[src/rtl/ip6tp_pkg.sv]
// shared constants, types and helpers for the ipv6 text address parser
package ip6tp_pkg;

  localparam int NumGroups = 8;
  localparam int GroupW = 16;
  localparam int CountW = 5;
  localparam int GapW = 5;
  localparam int CharW = 8;
  localparam int HalfW = 64;
  localparam int HexAlphaBase = 10;
  localparam int QueueDepthDefault = 2;

  localparam logic [CharW-1:0] ColonChar = 8'h3A;
  localparam logic [CountW-1:0] CountMax = 5'd31;

  typedef logic [NumGroups-1:0][GroupW-1:0] groups_t;

  // one parsed address, as the front closes it on the final character
  typedef struct packed {
    groups_t groups;
    logic [CountW-1:0] count;
    logic gap_seen;
    logic [GapW-1:0] gap_pos;
  } rec_t;

  function automatic logic [3:0] nibble_of(input logic [CharW-1:0] ch);
    logic [CharW-1:0] diff;
    diff = ch - 8'h30;
    if (ch >= 8'h41 && ch <= 8'h46) begin
      diff = ch - 8'h41 + 8'(HexAlphaBase);
    end else if (ch >= 8'h61 && ch <= 8'h66) begin
      diff = ch - 8'h61 + 8'(HexAlphaBase);
    end
    return diff[3:0];
  endfunction

endpackage

[src/rtl/ip6tp_char_if.sv]
// character channel: one text character per transfer
interface ip6tp_char_if;
  logic valid;
  logic ready;
  logic [ip6tp_pkg::CharW-1:0] char_in;
  logic last_char;

  modport source(output valid, char_in, last_char, input ready);
  modport sink(input valid, char_in, last_char, output ready);
  modport monitor(input valid, ready, char_in, last_char);
endinterface

[src/rtl/ip6tp_addr_if.sv]
// address channel: one 128-bit address per transfer, in two halves
interface ip6tp_addr_if;
  logic valid;
  logic ready;
  logic [ip6tp_pkg::HalfW-1:0] addr_high;
  logic [ip6tp_pkg::HalfW-1:0] addr_low;

  modport source(output valid, addr_high, addr_low, input ready);
  modport sink(input valid, addr_high, addr_low, output ready);
  modport monitor(input valid, ready, addr_high, addr_low);
endinterface

[src/rtl/ip6tp_front.sv]
// front: takes characters, builds groups, closes an address record on the last one
module ip6tp_front (
  input  logic               clk,
  input  logic               rst,
  ip6tp_char_if.sink         text,
  output logic               push_valid,
  input  logic               push_ready,
  output ip6tp_pkg::rec_t    push_rec
);

  ip6tp_pkg::groups_t groups, groups_next;
  logic [ip6tp_pkg::CountW-1:0] count, count_next;
  logic gap_seen, gap_seen_next;
  logic [ip6tp_pkg::GapW-1:0] gap_pos, gap_pos_next;
  logic prev_colon;

  logic is_colon;
  logic take;
  logic [2:0] idx;

  assign text.ready = push_ready;
  assign take = text.valid && text.ready;
  assign is_colon = (text.char_in == ip6tp_pkg::ColonChar);
  assign idx = count[2:0];

  always_comb begin
    groups_next = groups;
    count_next = count;
    gap_seen_next = gap_seen;
    gap_pos_next = gap_pos;
    if (is_colon) begin
      if (prev_colon) begin
        gap_seen_next = 1'b1;
        gap_pos_next = count;
      end
    end else if (count < ip6tp_pkg::CountW'(ip6tp_pkg::NumGroups)) begin
      groups_next[idx] = {groups[idx][ip6tp_pkg::GroupW-5:0],
                          ip6tp_pkg::nibble_of(text.char_in)};
    end
    if ((is_colon || text.last_char) && count != ip6tp_pkg::CountMax) begin
      count_next = count + 1'b1;
    end
  end

  assign push_valid = take && text.last_char;
  assign push_rec = '{groups: groups_next, count: count_next,
                      gap_seen: gap_seen_next, gap_pos: gap_pos_next};

  always_ff @(posedge clk) begin
    if (rst || (take && text.last_char)) begin
      groups <= '0;
      count <= '0;
      gap_seen <= 1'b0;
      gap_pos <= '0;
      prev_colon <= 1'b0;
    end else if (take) begin
      groups <= groups_next;
      count <= count_next;
      gap_seen <= gap_seen_next;
      gap_pos <= gap_pos_next;
      prev_colon <= is_colon;
    end
  end

endmodule

[src/rtl/ip6tp_queue.sv]
// short register queue of closed address records between front and back
module ip6tp_queue #(
  parameter int Depth = ip6tp_pkg::QueueDepthDefault
) (
  input  logic            clk,
  input  logic            rst,
  input  logic            push_valid,
  output logic            push_ready,
  input  ip6tp_pkg::rec_t push_rec,
  output logic            pop_valid,
  input  logic            pop_ready,
  output ip6tp_pkg::rec_t pop_rec
);

  localparam int PtrW = (Depth > 1) ? $clog2(Depth) : 1;
  localparam int CntW = $clog2(Depth + 1);
  localparam logic [PtrW-1:0] LastPtr = PtrW'(Depth - 1);
  localparam logic [CntW-1:0] FullCnt = CntW'(Depth);

  ip6tp_pkg::rec_t entries [Depth];
  logic [PtrW-1:0] wr_ptr, rd_ptr;
  logic [CntW-1:0] fill;
  logic do_push, do_pop;

  assign push_ready = (fill != FullCnt);
  assign pop_valid = (fill != '0);
  assign pop_rec = entries[rd_ptr];
  assign do_push = push_valid && push_ready;
  assign do_pop = pop_valid && pop_ready;

  always_ff @(posedge clk) begin
    if (do_push) begin
      entries[wr_ptr] <= push_rec;
    end
  end

  always_ff @(posedge clk) begin
    if (rst) begin
      wr_ptr <= '0;
      rd_ptr <= '0;
      fill <= '0;
    end else begin
      if (do_push) begin
        wr_ptr <= (wr_ptr == LastPtr) ? '0 : wr_ptr + 1'b1;
      end
      if (do_pop) begin
        rd_ptr <= (rd_ptr == LastPtr) ? '0 : rd_ptr + 1'b1;
      end
      if (do_push && !do_pop) begin
        fill <= fill + 1'b1;
      end else if (do_pop && !do_push) begin
        fill <= fill - 1'b1;
      end
    end
  end

endmodule

[src/rtl/ip6tp_back.sv]
// back: expands the zero run and holds the address in the output register
module ip6tp_back (
  input  logic            clk,
  input  logic            rst,
  input  logic            pop_valid,
  output logic            pop_ready,
  input  ip6tp_pkg::rec_t pop_rec,
  ip6tp_addr_if.source    addr
);

  function automatic ip6tp_pkg::groups_t expand(input ip6tp_pkg::rec_t r);
    ip6tp_pkg::groups_t g;
    logic apply;
    logic [3:0] z;
    logic [4:0] pz;
    logic [3:0] src;
    apply = r.gap_seen && (r.count <= ip6tp_pkg::CountW'(ip6tp_pkg::NumGroups));
    z = 4'(ip6tp_pkg::NumGroups) - r.count[3:0];
    pz = r.gap_pos + 5'(z);
    for (int i = 0; i < ip6tp_pkg::NumGroups; i++) begin
      src = 4'(i) - z;
      if (apply && 5'(i) > pz) begin
        // later groups slide down to the bottom of the address
        g[i] = r.groups[src[2:0]];
      end else if (apply && 5'(i) > r.gap_pos) begin
        g[i] = '0;
      end else begin
        g[i] = r.groups[i];
      end
    end
    return g;
  endfunction

  ip6tp_pkg::groups_t g_full;
  logic out_valid;

  assign g_full = expand(pop_rec);
  assign pop_ready = !out_valid || addr.ready;
  assign addr.valid = out_valid;

  always_ff @(posedge clk) begin
    if (rst) begin
      out_valid <= 1'b0;
    end else if (pop_ready) begin
      out_valid <= pop_valid;
    end
  end

  always_ff @(posedge clk) begin
    if (pop_valid && pop_ready) begin
      addr.addr_high <= {g_full[0], g_full[1], g_full[2], g_full[3]};
      addr.addr_low <= {g_full[4], g_full[5], g_full[6], g_full[7]};
    end
  end

endmodule

[src/rtl/ipv6_text_address_parser.sv]
// top level of the ipv6 text address parser
// Takes the text of an IPv6 address one character per cycle, with no gaps
// needed between characters or between addresses. The front updates its
// group registers in the cycle a character is taken; on the final character
// it closes the address into a small queue (QueueDepth records). The back
// expands the zero run with an eight-way group multiplexer and registers the
// two 64-bit halves, so an address passes through a queue entry and then the
// output register. Input ready drops only when the queue is full, that is
// when the output has been stalled for several addresses. Malformed text
// gives an unspecified address, never an error.
module ipv6_text_address_parser #(
  parameter int QueueDepth = ip6tp_pkg::QueueDepthDefault
) (
  input logic          clk,
  input logic          rst,
  ip6tp_char_if.sink   text,
  ip6tp_addr_if.source addr
);

  logic push_valid, push_ready;
  logic pop_valid, pop_ready;
  ip6tp_pkg::rec_t push_rec, pop_rec;

  ip6tp_front u_front (
    .clk(clk),
    .rst(rst),
    .text(text),
    .push_valid(push_valid),
    .push_ready(push_ready),
    .push_rec(push_rec)
  );

  ip6tp_queue #(.Depth(QueueDepth)) u_queue (
    .clk(clk),
    .rst(rst),
    .push_valid(push_valid),
    .push_ready(push_ready),
    .push_rec(push_rec),
    .pop_valid(pop_valid),
    .pop_ready(pop_ready),
    .pop_rec(pop_rec)
  );

  ip6tp_back u_back (
    .clk(clk),
    .rst(rst),
    .pop_valid(pop_valid),
    .pop_ready(pop_ready),
    .pop_rec(pop_rec),
    .addr(addr)
  );

endmodule

[src/flat_wrapper.sv]
// flat-port wrapper written by rule: the top's interface ports become plain ports
module ipv6_text_address_parser_flat 
#(
  parameter int QueueDepth = ip6tp_pkg::QueueDepthDefault
)
  (clk, rst, text_valid, text_char_in, text_last_char, text_ready, addr_valid, addr_addr_high, addr_addr_low, addr_ready);
  ip6tp_char_if text_i ();
  ip6tp_addr_if addr_i ();
  input logic clk;
  input logic rst;
  input wire logic [$bits(text_i.valid)-1:0] text_valid;
  input wire logic [$bits(text_i.char_in)-1:0] text_char_in;
  input wire logic [$bits(text_i.last_char)-1:0] text_last_char;
  output wire logic [$bits(text_i.ready)-1:0] text_ready;
  output wire logic [$bits(addr_i.valid)-1:0] addr_valid;
  output wire logic [$bits(addr_i.addr_high)-1:0] addr_addr_high;
  output wire logic [$bits(addr_i.addr_low)-1:0] addr_addr_low;
  input wire logic [$bits(addr_i.ready)-1:0] addr_ready;
  assign text_i.valid = text_valid;
  assign text_i.char_in = text_char_in;
  assign text_i.last_char = text_last_char;
  assign text_ready = text_i.ready;
  assign addr_valid = addr_i.valid;
  assign addr_addr_high = addr_i.addr_high;
  assign addr_addr_low = addr_i.addr_low;
  assign addr_i.ready = addr_ready;
  ipv6_text_address_parser #(.QueueDepth(QueueDepth)) u_core (.clk(clk), .rst(rst), .text(text_i), .addr(addr_i));
endmodule
[config.mk]
export PLATFORM = sky130hd
export DESIGN_NAME = ipv6_text_address_parser_flat
export DESIGN_NICKNAME = d
export VERILOG_FILES = /design/src/rtl/ip6tp_pkg.sv /design/src/rtl/ip6tp_char_if.sv /design/src/rtl/ip6tp_addr_if.sv /design/src/rtl/ip6tp_front.sv /design/src/rtl/ip6tp_queue.sv /design/src/rtl/ip6tp_back.sv /design/src/rtl/ipv6_text_address_parser.sv /design/src/flat_wrapper.sv
export SDC_FILE = /design/constraint.sdc
export NUM_CORES = 1
export LEC_CHECK = 0
export ABC_AREA = 1
export CAP_MARGIN = 20
export CORE_MARGIN = 1
export CORE_UTILIZATION = 38
export CTS_CLUSTER_SIZE = 10
export DETAILED_ROUTE_END_ITERATION = 10
export DONT_BUFFER_PORTS = 1
export PLACE_DENSITY = 0.56
export SLEW_MARGIN = 20
export SYNTH_ARGS = -nofsm -noshare
export SYNTH_HDL_FRONTEND = slang
export SYNTH_SLANG_ARGS = --single-unit
[constraint.sdc]
create_clock -name clk -period 8.95 [get_ports clk]
set_clock_uncertainty 0.15 [all_clocks]
set_input_delay 0.895 -clock clk [delete_from_list [all_inputs] [get_ports clk]]
set_output_delay 0.895 -clock clk [all_outputs]
set_load 0.05 [all_outputs]
Word level (Yosys, flattened, before mapping)

Memories as Yosys holds them, arrays and structs flattened. A register that Yosys moved wholly into a read port is not among the register bits.
Cells that the tools add are included.

Flip-flop bits (word level): 273
Memory bits (writable): 278
Output and inout bits: 130
Memories kept: 1
Logic and storage cells: 165
Input port bits: 13

Memory list:

| memory                 | words | bits a word | read ports | clocked after Yosys merged registers in | write ports | line              | text |
|---|---|---|---|---|---|---|---|
| u_core.u_queue.entries | 2     | 139         | 1          | 1                                       | 1           | ip6tp_queue.sv:20 | `ip6tp_pkg::rec_t entries [Depth];` |

Equality and inequality tests: 3
Muxes and demuxes: 56
$lt $le $gt $ge: 32
$add $sub $neg: 20
Reduce and logical (&&, ||, !) cells: 35

Operators by type and width:

| kind                | count |
|---|---|
| $bmux 16 s3         | 9 |
| $mux 16             | 25 |
| $mux 128            | 2 |
| $bwmux 128          | 1 |
| $demux 16 s3        | 1 |
| $gt 3x5->1 const A  | 8 |
| $lt 3x4->1 const B  | 9 |
| $logic_and 1x1->1   | 27 |
| $gt 1x5->1 const A  | 4 |
| $gt 2x5->1 const A  | 4 |
| $ge 8x7->1 const B  | 2 |
| $le 8x7->1 const B  | 2 |
| $mux 4              | 4 |
| $mux 5              | 3 |
| $mux 12             | 1 |
| $sub 3x3->3 const A | 4 |
| $sub 4x1->4 const B | 3 |
| $add 4x4->4 const B | 2 |
| $eq 8x6->1 const B  | 1 |
| $mux 1              | 8 |
| $sub 1x3->3 const A | 2 |
| $sub 2x3->3 const A | 2 |
| $add 5x1->5 const B | 1 |
| $add 5x4->5         | 1 |
| other kinds (13)    | 20 |

Depth between registers and ports, before layout

Gate-level depths: netlist of the first run.

Depth after elaboration: 9
Gate-level depth with buffers: 24
Gate-level depth less buffers: 20

By module

A second synthesis of the first run with hierarchy kept.

Cell total of the unflattened synthesis: 3995
Area total of the unflattened synthesis: 30885.9 µm²

Modules (own cells, without submodules):

| module      | cells an instance | area an instance (µm²) | seq. area each (µm²) | times used |
|---|---|---|---|---|
| ip6tp_back  | 1744              | 10872.9                | 3863.7               | 1 |
| ip6tp_queue | 469               | 10301.1                | 8448.1               | 1 |
| ip6tp_front | 1782              | 9711.8                 | 2802.7               | 1 |

Worst setup path after synthesis of the first run

Ideal clock, no wire load.

Path kind: input-to-reg
Start: input addr_ready
End: register u_core.u_queue.fill[1]
Data required time: 8.678 ns
Slack: 0.240 ns
Cell stages on the path: 8
Library setup time: 0.122 ns
Arrival time: 8.438 ns
Path buffers: 0
Path through: nor2_1 a21oi_1 inv_1 ha_1 a21oi_1 o21ai_0 o21ai_0 a21oi_1

Cells in the longest elaborated chain, start to end: 5
Elaborated cells between the ends (all ways): 7
Classes of those cells: 1 x mux; 6 x reduce/logical

RTL lines:

| element                                            | line               | text |
|---|---|---|
| from (decl)                                        | flat_wrapper.sv:18 | `input wire logic [$bits(addr_i.ready)-1:0] addr_ready;` |
| $logic_or 1x1->1 (*)                               | ip6tp_back.sv:38   | `assign pop_ready = !out_valid \|\| addr.ready;` |
| $logic_and 1x1->1 (*)                              | ip6tp_queue.sv:29  | `assign do_pop = pop_valid && pop_ready;` |
| via u_core.u_queue.do_pop                          | ip6tp_queue.sv:23  | `logic do_push, do_pop;` |
| $logic_not 1->1                                    | ip6tp_queue.sv:49  | `if (do_push && !do_pop) begin` |
| $logic_and 1x1->1                                  | ip6tp_queue.sv:49  |  |
| $mux 2 / $reduce_bool 2->1 (equally long branches) | n/a                |  |
| to (signal assigned)                               | ip6tp_queue.sv:50  | `fill <= fill + 1'b1;` |
| to (signal assigned)                               | ip6tp_queue.sv:52  | `fill <= fill - 1'b1;` |
| to (decl)                                          | ip6tp_queue.sv:22  | `logic [CntW-1:0] fill;` |

The timed path passes the listed nets; every way through them passes the cells marked *.
A chain may end at the register's enable or synchronous reset.

==> results of run 1 <==
[stage by stage]
| stage | area (um2) | total power [mW] | util | instances | worst slack, ps |
|---|---|---|---|---|---|
| finish | 33100 | 15.17 | 0.4183 | 5080 | 3318 |
| global route | 33100 | 15.78 | 0.4183 | 5080 | 2872 |
| CTS | 33090 | 15.00 | 0.4182 | 5080 | 3351 |
| detailed placement | 31020 | 12.35 | 0.3921 | 4962 | 3359 |
| global placement | 31020 | 12.37 | 0.3921 | 4962 | 3474 |
| floorplan | 30420 | 9.623 | - | 4088 | 240.0 |
[state kept, by name (all words and copies together), names as in the netlist, named ones only]
signal                        flops
u_core.u_front.gap_seen           1
u_core.u_queue.wr_ptr             1
u_core.u_queue.rd_ptr             1
u_core.u_front.count              5
u_core.u_front.gap_pos            5
u_core.u_back.addr.valid          1
u_core.u_front.groups           128
u_core.u_queue.entries          278
u_core.u_queue.fill               2
u_core.u_back.addr.addr_high     64
u_core.u_back.addr.addr_low      64
u_core.u_front.prev_colon         1
[where the power goes]
group	leakage (nW)	switching [mW]	internal (mW)
Sequential	5.04	1.44	3.63
Clock	0.995	1.09	1.54
Combinational	9.51	5.78	1.69
Total	15.5	8.31	6.86
[routing by layer]
layer	wire length, um	track usage	part of all wire	vias to the layer above
met5	0	0	0	-
met4	8582	0.1909	0.074	0
met3	9436	0.03648	0.081	235
met2	50170	0.4251	0.43	1265
met1	48500	0.3784	0.42	12530
li1	-	-	-	12940
[critical path, delay by kind of cell, from the launching register on]
kind            cells  cell delay (ps)
simple gates       12             2780
buf+inv             4              990
flops               1              660
fa+ha+maj           2              590
compound gates      1              240
[final timing paths]
check | slack (ps) | to
worst min-delay path | 220 | u_core.u_back.addr.valid$_SDFFE_PP0N_
worst min register to register | 300 | flip-flop
worst max register to register | 3320 | u_core.u_back.addr.addr_high[5]$_DFFE_PP_
worst max-delay path | 3320 | u_core.u_back.addr.addr_high[5]$_DFFE_PP_
[cell families after synthesis]
| logic type | Yosys count | synth area share |
|---|---|---|
| AO/OA/AOI/OAI | 357 | 0.06235 |
| XOR/XNOR | 5 | 0.001687 |
| adder cells (fa/ha/maj) | 14 | 0.006005 |
| buffers and inverters | 612 | 0.08501 |
| flip-flops | 552 | 0.4968 |
| AND/OR/NAND/NOR | 2548 | 0.3481 |
[area by class of cell]
type,count,share of cell area
repair buffers,40,0.009565
well taps,1050,0.03969
flip-flops and latches,552,0.4568
clock inverters,12,0.005217
inverters,396,0.04540
multi-input cells,2924,0.3860
clock buffers,106,0.05727
[synthesized netlist by cell type]
library cell / number
buf_4: 22
nor3_2: 1
dfxtp_1: 146
nand2_1: 1736
o21ai_2: 2
inv_1: 375
o21ai_0: 156
nor2_4: 8
o21ai_1: 61
o211ai_1: 17
nand4_4: 1
buf_2: 96
buf_6: 9
nor3_4: 2
fa_1: 1
xnor2_2: 1
xor2_1: 3
edfxtp_1: 406
nand3b_1: 18
or2_1: 1
o22ai_2: 1
nor3_1: 5
inv_6: 1
nand2_2: 17
o21ai_4: 2
nor2_8: 1
nand3_2: 2
nor2_1: 207
inv_4: 1
nand3_1: 516
nand4_1: 9
xnor2_1: 1
clkbuf_1: 71
buf_1: 17
nand2_4: 4
nand3_4: 2
o21a_1: 12
or2_2: 7
or2_0: 1
a21oi_1: 106
buf_8: 1
ha_1: 13
inv_2: 19
nor2_2: 10
==> run metrics, run 1 <==
outcome completed; Synth Warn # 0; Synth Register Bits 552; Post-route DRC 0; post-synthesis sequential area ratio 0.4968; multi-input logic area 12780 um2; min cycle time layout 5632 ps; Yosys top cell by area edfxtp_1; Slew @ Worst Pin 1280 ps; core footprint 79130 um2; Syn Nets 4115; max-cap violation count 0; Hold Fails Final Rpt 0; cts repair resizes 0; share of the synthesized area in the top cell type 0.4007; Hold-fix buffers, CTS 0; diode count 0; DR vias/cell 5.309; crit-path max cell delay 760 ps; Hold Path Class input pin to flip-flop; syn_area_per_cell 7.442 um2; most common cell after layout, fill and taps aside nand2_1; vias after detailed routing 26970; Placement Rows 103; share of layout cells above drive strength 1 0.05335; initial antenna violation count 1; Final TNS setup 0 ps; total I/O pin count 143; initial drt markers 3456; number of global-route vias before repair 24090; CTS tree built; endpoints failing setup 0; port buffer count 0; worst path required time 9290 ps; Hold WS 217.9 ps; routability cong. 1.001; top cells by area, synth edfxtp_1 40%, nand2_1 21%, dfxtp_1 9.6%; Clock Tree Root clkbuf_16; Crit-path slowest cell nor2_4; clock tree buffer depth 3; Setup crit end kind flip-flop; most frequent CP cell nand2_1; Reg2Reg Depth 19; RSZ-0062 raised after global routing no; Area Growth Syn to Fin 8.789%; Worst IR Drop VDD 0.2578 mV; CP Max Fanout 79; CP cell instances buf_4 -> nand2_2 -> nand2_4 -> clkinv_2 -> ha_2 -> inv_1 -> nand2_1 -> nand2_2 -> inv_1 -> ha_1 -> a21oi_1 -> nand2_1 -> nand2_1 -> nand2_1 -> nor2_8 -> nand2_2 -> nor2_4 -> nand3_1 -> nand2_1; Post-CTS Setup Repair Bufs 0; Final period util 0.6293; TritonCTS Sinks 552; most frequent cells in the layout 1734 x nand2_1, 516 x nand3_1, 406 x edfxtp_1; min-delay src rst; Pre-antenna DRT Iters 7; CP arrival 5970 ps; Netlist cell types 44; largest net degree at the start of global routing 140; WHS Path Cells 1; die height 285.0 um; Leak 15.55 nW; clk slew on worst S/H paths 60 ps; critical path class flip-flop to flip-flop; Final ANT Viol Nets 0; synthesized instance count 4088; PwrDens 458.5 nW/um2; Clk Latency, worst-skew pair 610 ps; HPWL after DPL 84160 um; WL final 116700 um; fmax 177.5 MHz; H-tree levels 3; Slew headroom 0.1375; CTS buffer count 68; first-pass GRT wire length 166000 um; fillers 8115; Register Area 15120 um2; Final nets 4009; die width 285.0 um; Mapped Area 30420 um2; Slew Limit Fails 0; type of origin of the critical path flip-flop; drt wl/cell 22.97 um; area of the die 81200 um2; GRT Residual Overflow 0; Total GRT Usage 0.2820; Initial Utilization 0.3845
No activity file was read; power rests on OpenSTA's default activity.
==> inputs of run 2 (changes only) <==
Settings changed: ABC_AREA 1 to 0, PLACE_DENSITY 0.56 to 0.54.
Clock period 8.95 ns to 5.7 ns, I/O delays scaled along.
==> run 2 against run 1 <==
  * Critical path depth down 11
  * Power grew 7.0%
  * Worst setup slack lost 2200 ps
  * Die area shrank 5.9%
  * Non-clock buffer count is 29 higher
  * Sequential share of layout area increased by 2.1 points
  * Maximum frequency is 23% higher
  * Sequential power grew 40%
  * Routed wire length is 17% lower
  * Critical path type unchanged
==> run metrics, run 2 <==
critical path class flip-flop to flip-flop; CTS tree built; port buffer count 0 (unchanged); CTS buffer count 68 (unchanged); H-tree levels 3 (unchanged); Syn Nets 2803 (-32%); Reg power frac 0.438 (+0.104); GRT Residual Overflow 0 (unchanged); Final TNS setup 0 ps (unchanged); worst path required time 5980 ps (-3310 ps); Placed Cells 3586 (-28%); Mapped Area 28610 um2 (-6.0%); Hold Fails Final Rpt 0 (unchanged); Total GRT Usage 0.2461 (-0.03590); outcome completed; Leak 10.61 nW (-32%); number of flops mapped to enable cells by yosys 406 (unchanged); number of global-route vias before repair 20630 (-14%); CP arrival 4870 ps (-1100 ps); core footprint 74450 um2 (-5.9%); Clock Tree Root clkbuf_16; Crit-path slowest cell a2111oi_0; most used flip-flop cell after synthesis edfxtp_1; most common cell after layout, fill and taps aside edfxtp_1; drt wl/cell 26.17 um (+14%); min cycle time layout 4589 ps (-1043 ps); Slew @ Worst Pin 1180 ps (-100.1 ps); die height 276.4 um (-3.0%); max-cap violation count 0 (unchanged); top cells by area, synth edfxtp_1 43%, dfxtp_1 10%, mux2i_1 7.9%; Hold Path Class input pin to flip-flop; most frequent CP cell mux2i_1; Post-CTS Setup Repair Bufs 0 (unchanged); synthesized instance count 2776 (-32%); Post-route DRC 0 (unchanged); largest register by flop count u_core.u_queue.entries; fillers 6957 (-14%); share of the synthesized area in the top cell type 0.4262 (+0.02541); Yosys top cell by area edfxtp_1; routability cong. 0.9149 (-8.6%); Hold-fix buffers, CTS 1 (+1); TritonCTS Sinks 552 (unchanged); total I/O pin count 143 (unchanged); most frequent cell after synthesis edfxtp_1; largest net degree at the start of global routing 194 (+39%); WL final 96850 um (-17%); area of the die 76390 um2 (-5.9%); first-pass GRT wire length 141000 um (-15%); combinational power share 0.315 (-0.178); Final period util 0.8051 (+0.1758); Slew headroom 0.2124 (+0.07493); diode count 0 (unchanged); Internal 9.232 mW (+35%); Largest register FFs 278 (unchanged); cts repair resizes 0 (unchanged); endpoints failing setup 0 (unchanged); crit-path max cell delay 970 ps (+210 ps); vias after detailed routing 22610 (-16%); die width 276.4 um (-3.0%); Register Area 15120 um2 (unchanged); Pre-antenna DRT Iters 9 (+2); P_sw 6.997 mW (-16%); clk slew on worst S/H paths 60 ps (about the same); Netlist cell types 66 (+50%); Final Non-Filler Cells 3701 (-27%); Placement Rows 100 (-2.9%); share of layout cells above drive strength 1 0.1018 (+0.04841); PwrDens 513.4 nW/um2 (+12%); Synth Warn # 0 (unchanged); CP cell instances mux2i_4 -> ha_1 -> xor2_1 -> mux2i_1 -> a2111oi_0 -> a311o_1 -> mux2i_1 -> o22ai_1; Synth top cells by count 406 x edfxtp_1, 390 x nand2_1, 312 x nor2_1; Initial Utilization 0.3843 (about the same); fmax 217.9 MHz (+23%); CP Max Fanout 35 (-56%); multi-input logic area 12560 um2 (-1.7%); Synth Register Bits 552 (unchanged); Top Registers u_core.u_queue.entries: 278 flops, u_core.u_front.groups: 128 flops; post-synthesis sequential area ratio 0.5283 (+0.03151); RSZ-0062 raised after global routing no; Area Growth Syn to Fin 10.49%; type of origin of the critical path flip-flop; syn_area_per_cell 10.31 um2 (+38%); initial drt markers 2737 (-21%); Final ANT Viol Nets 0 (unchanged); Worst IR Drop VDD 0.2944 mV (+14%); Clock power frac 0.248 (+0.074); HPWL after DPL 67370 um (-20%); Clk Latency, worst-skew pair 610 ps (about the same); clock tree buffer depth 3 (unchanged); most frequent cells in the layout 406 x edfxtp_1, 390 x nand2_1, 309 x nor2_1; Slew Limit Fails 0 (unchanged); Sw Ratio 0.4311 (-0.1166); Reg2Reg Setup Slack 1110 ps (-2210 ps); DR vias/cell 6.108 (+15%); initial antenna violation count 0 (-1); Async S/R FF share, synth 0 (unchanged); Final nets 2715 (-32%); Setup crit end kind flip-flop
[run 2: cell types whose count changed after synthesis, moves of 69 or more]
| cell | before | now |
|---|---|---|
| nand2_1 | 1736 | 390 |
| nand3_1 | 516 | 31 |
| inv_1 | 375 | 19 |
| mux2i_1 | 0 | 227 |
| nor2_1 | 207 | 312 |
| a22oi_1 | 0 | 96 |
| clkbuf_1 | 71 | 148 |
| mux2_2 | 0 | 76 |
| nor3_1 | 5 | 74 |
[run 2: area by class of cell]
type	count	area share
Inverter	22	0.002810
Clock buffer	101	0.05910
Multi-Input combinational cell	1975	0.3972
Clock inverter	13	0.004789
Sequential cell	552	0.4783
Tap cell	969	0.03835
Timing Repair Buffer	69	0.01940
[run 2: worst paths after layout]
| kind | start | to | depth (start not counted) |
|---|---|---|---|
| hold reg to reg | u_core.u_front.prev_colon$_SDFFE_PP0P_ | u_core.u_front.prev_colon$_SDFFE_PP0P_ | 2 |
| setup reg to reg | flip-flop | u_core.u_back.addr.addr_high[47]$_DFFE_PP_ | 8 |
| hold / removal | addr_ready | u_core.u_back.addr.valid$_SDFFE_PP0N_ | 2 |
| setup / recovery | flip-flop | u_core.u_back.addr.addr_high[47]$_DFFE_PP_ | 8 |
[run 2: logic make-up (layout without fill, tap and decap cells)]
group / Yosys count / count (layout) / share of synthesized area
AO/OA/AOI/OAI: 693 / 693 / 0.1555
buffers and inverters: 249 / 205 / 0.03682
flip-flops: 552 / 552 / 0.5283
XOR/XNOR: 25 / 25 / 0.007654
multiplexers: 328 / 328 / 0.1287
adder cells (fa/ha/maj): 14 / 14 / 0.006385
AND/OR/NAND/NOR: 915 / 915 / 0.1366
[run 2: per-stage QoR]
step / utilization / setup WS, ps / instance area [um2] / hold WS (ps) / power, mW
final: 0.4246 / 1111 / 31610 / 35.56 / 16.23
after global routing: 0.4246 / 832.0 / 31610 / 29.50 / 16.83
after CTS: 0.4246 / 1176 / 31610 / 5.772 / 16.18
after detailed placement: 0.3971 / 1213 / 29560 / 306.1 / 12.13
after global placement: 0.3969 / 1325 / 29540 / 291.0 / 12.05
after floorplan: - / 237.6 / 28610 / 281.3 / 10.54
[run 2: routing by layer]
metal / global-route usage / share of wire
met3: 0.05721 / 0.099
met5: 0 / 0
met2: 0.3518 / 0.42
met4: 0.08795 / 0.034
met1: 0.3603 / 0.45
[run 2: worst max-delay path: cells and delay by family, from the launching register on]
family / cells / cell delay, ps
xor+xnor: 1 / 900
compound gates: 3 / 1390
mux: 3 / 730
flops: 1 / 660
fa+ha+maj: 1 / 580
[run 2: power groups by stage]
stage	Clock, mW	Combinational, mW	Sequential, mW
global placement	0	4.86	7.19
floorplan	0	3.54	7.00
global route	4.24	5.45	7.15
finish	4.02	5.11	7.10
CTS	4.09	4.98	7.11
detailed placement	0	4.95	7.18
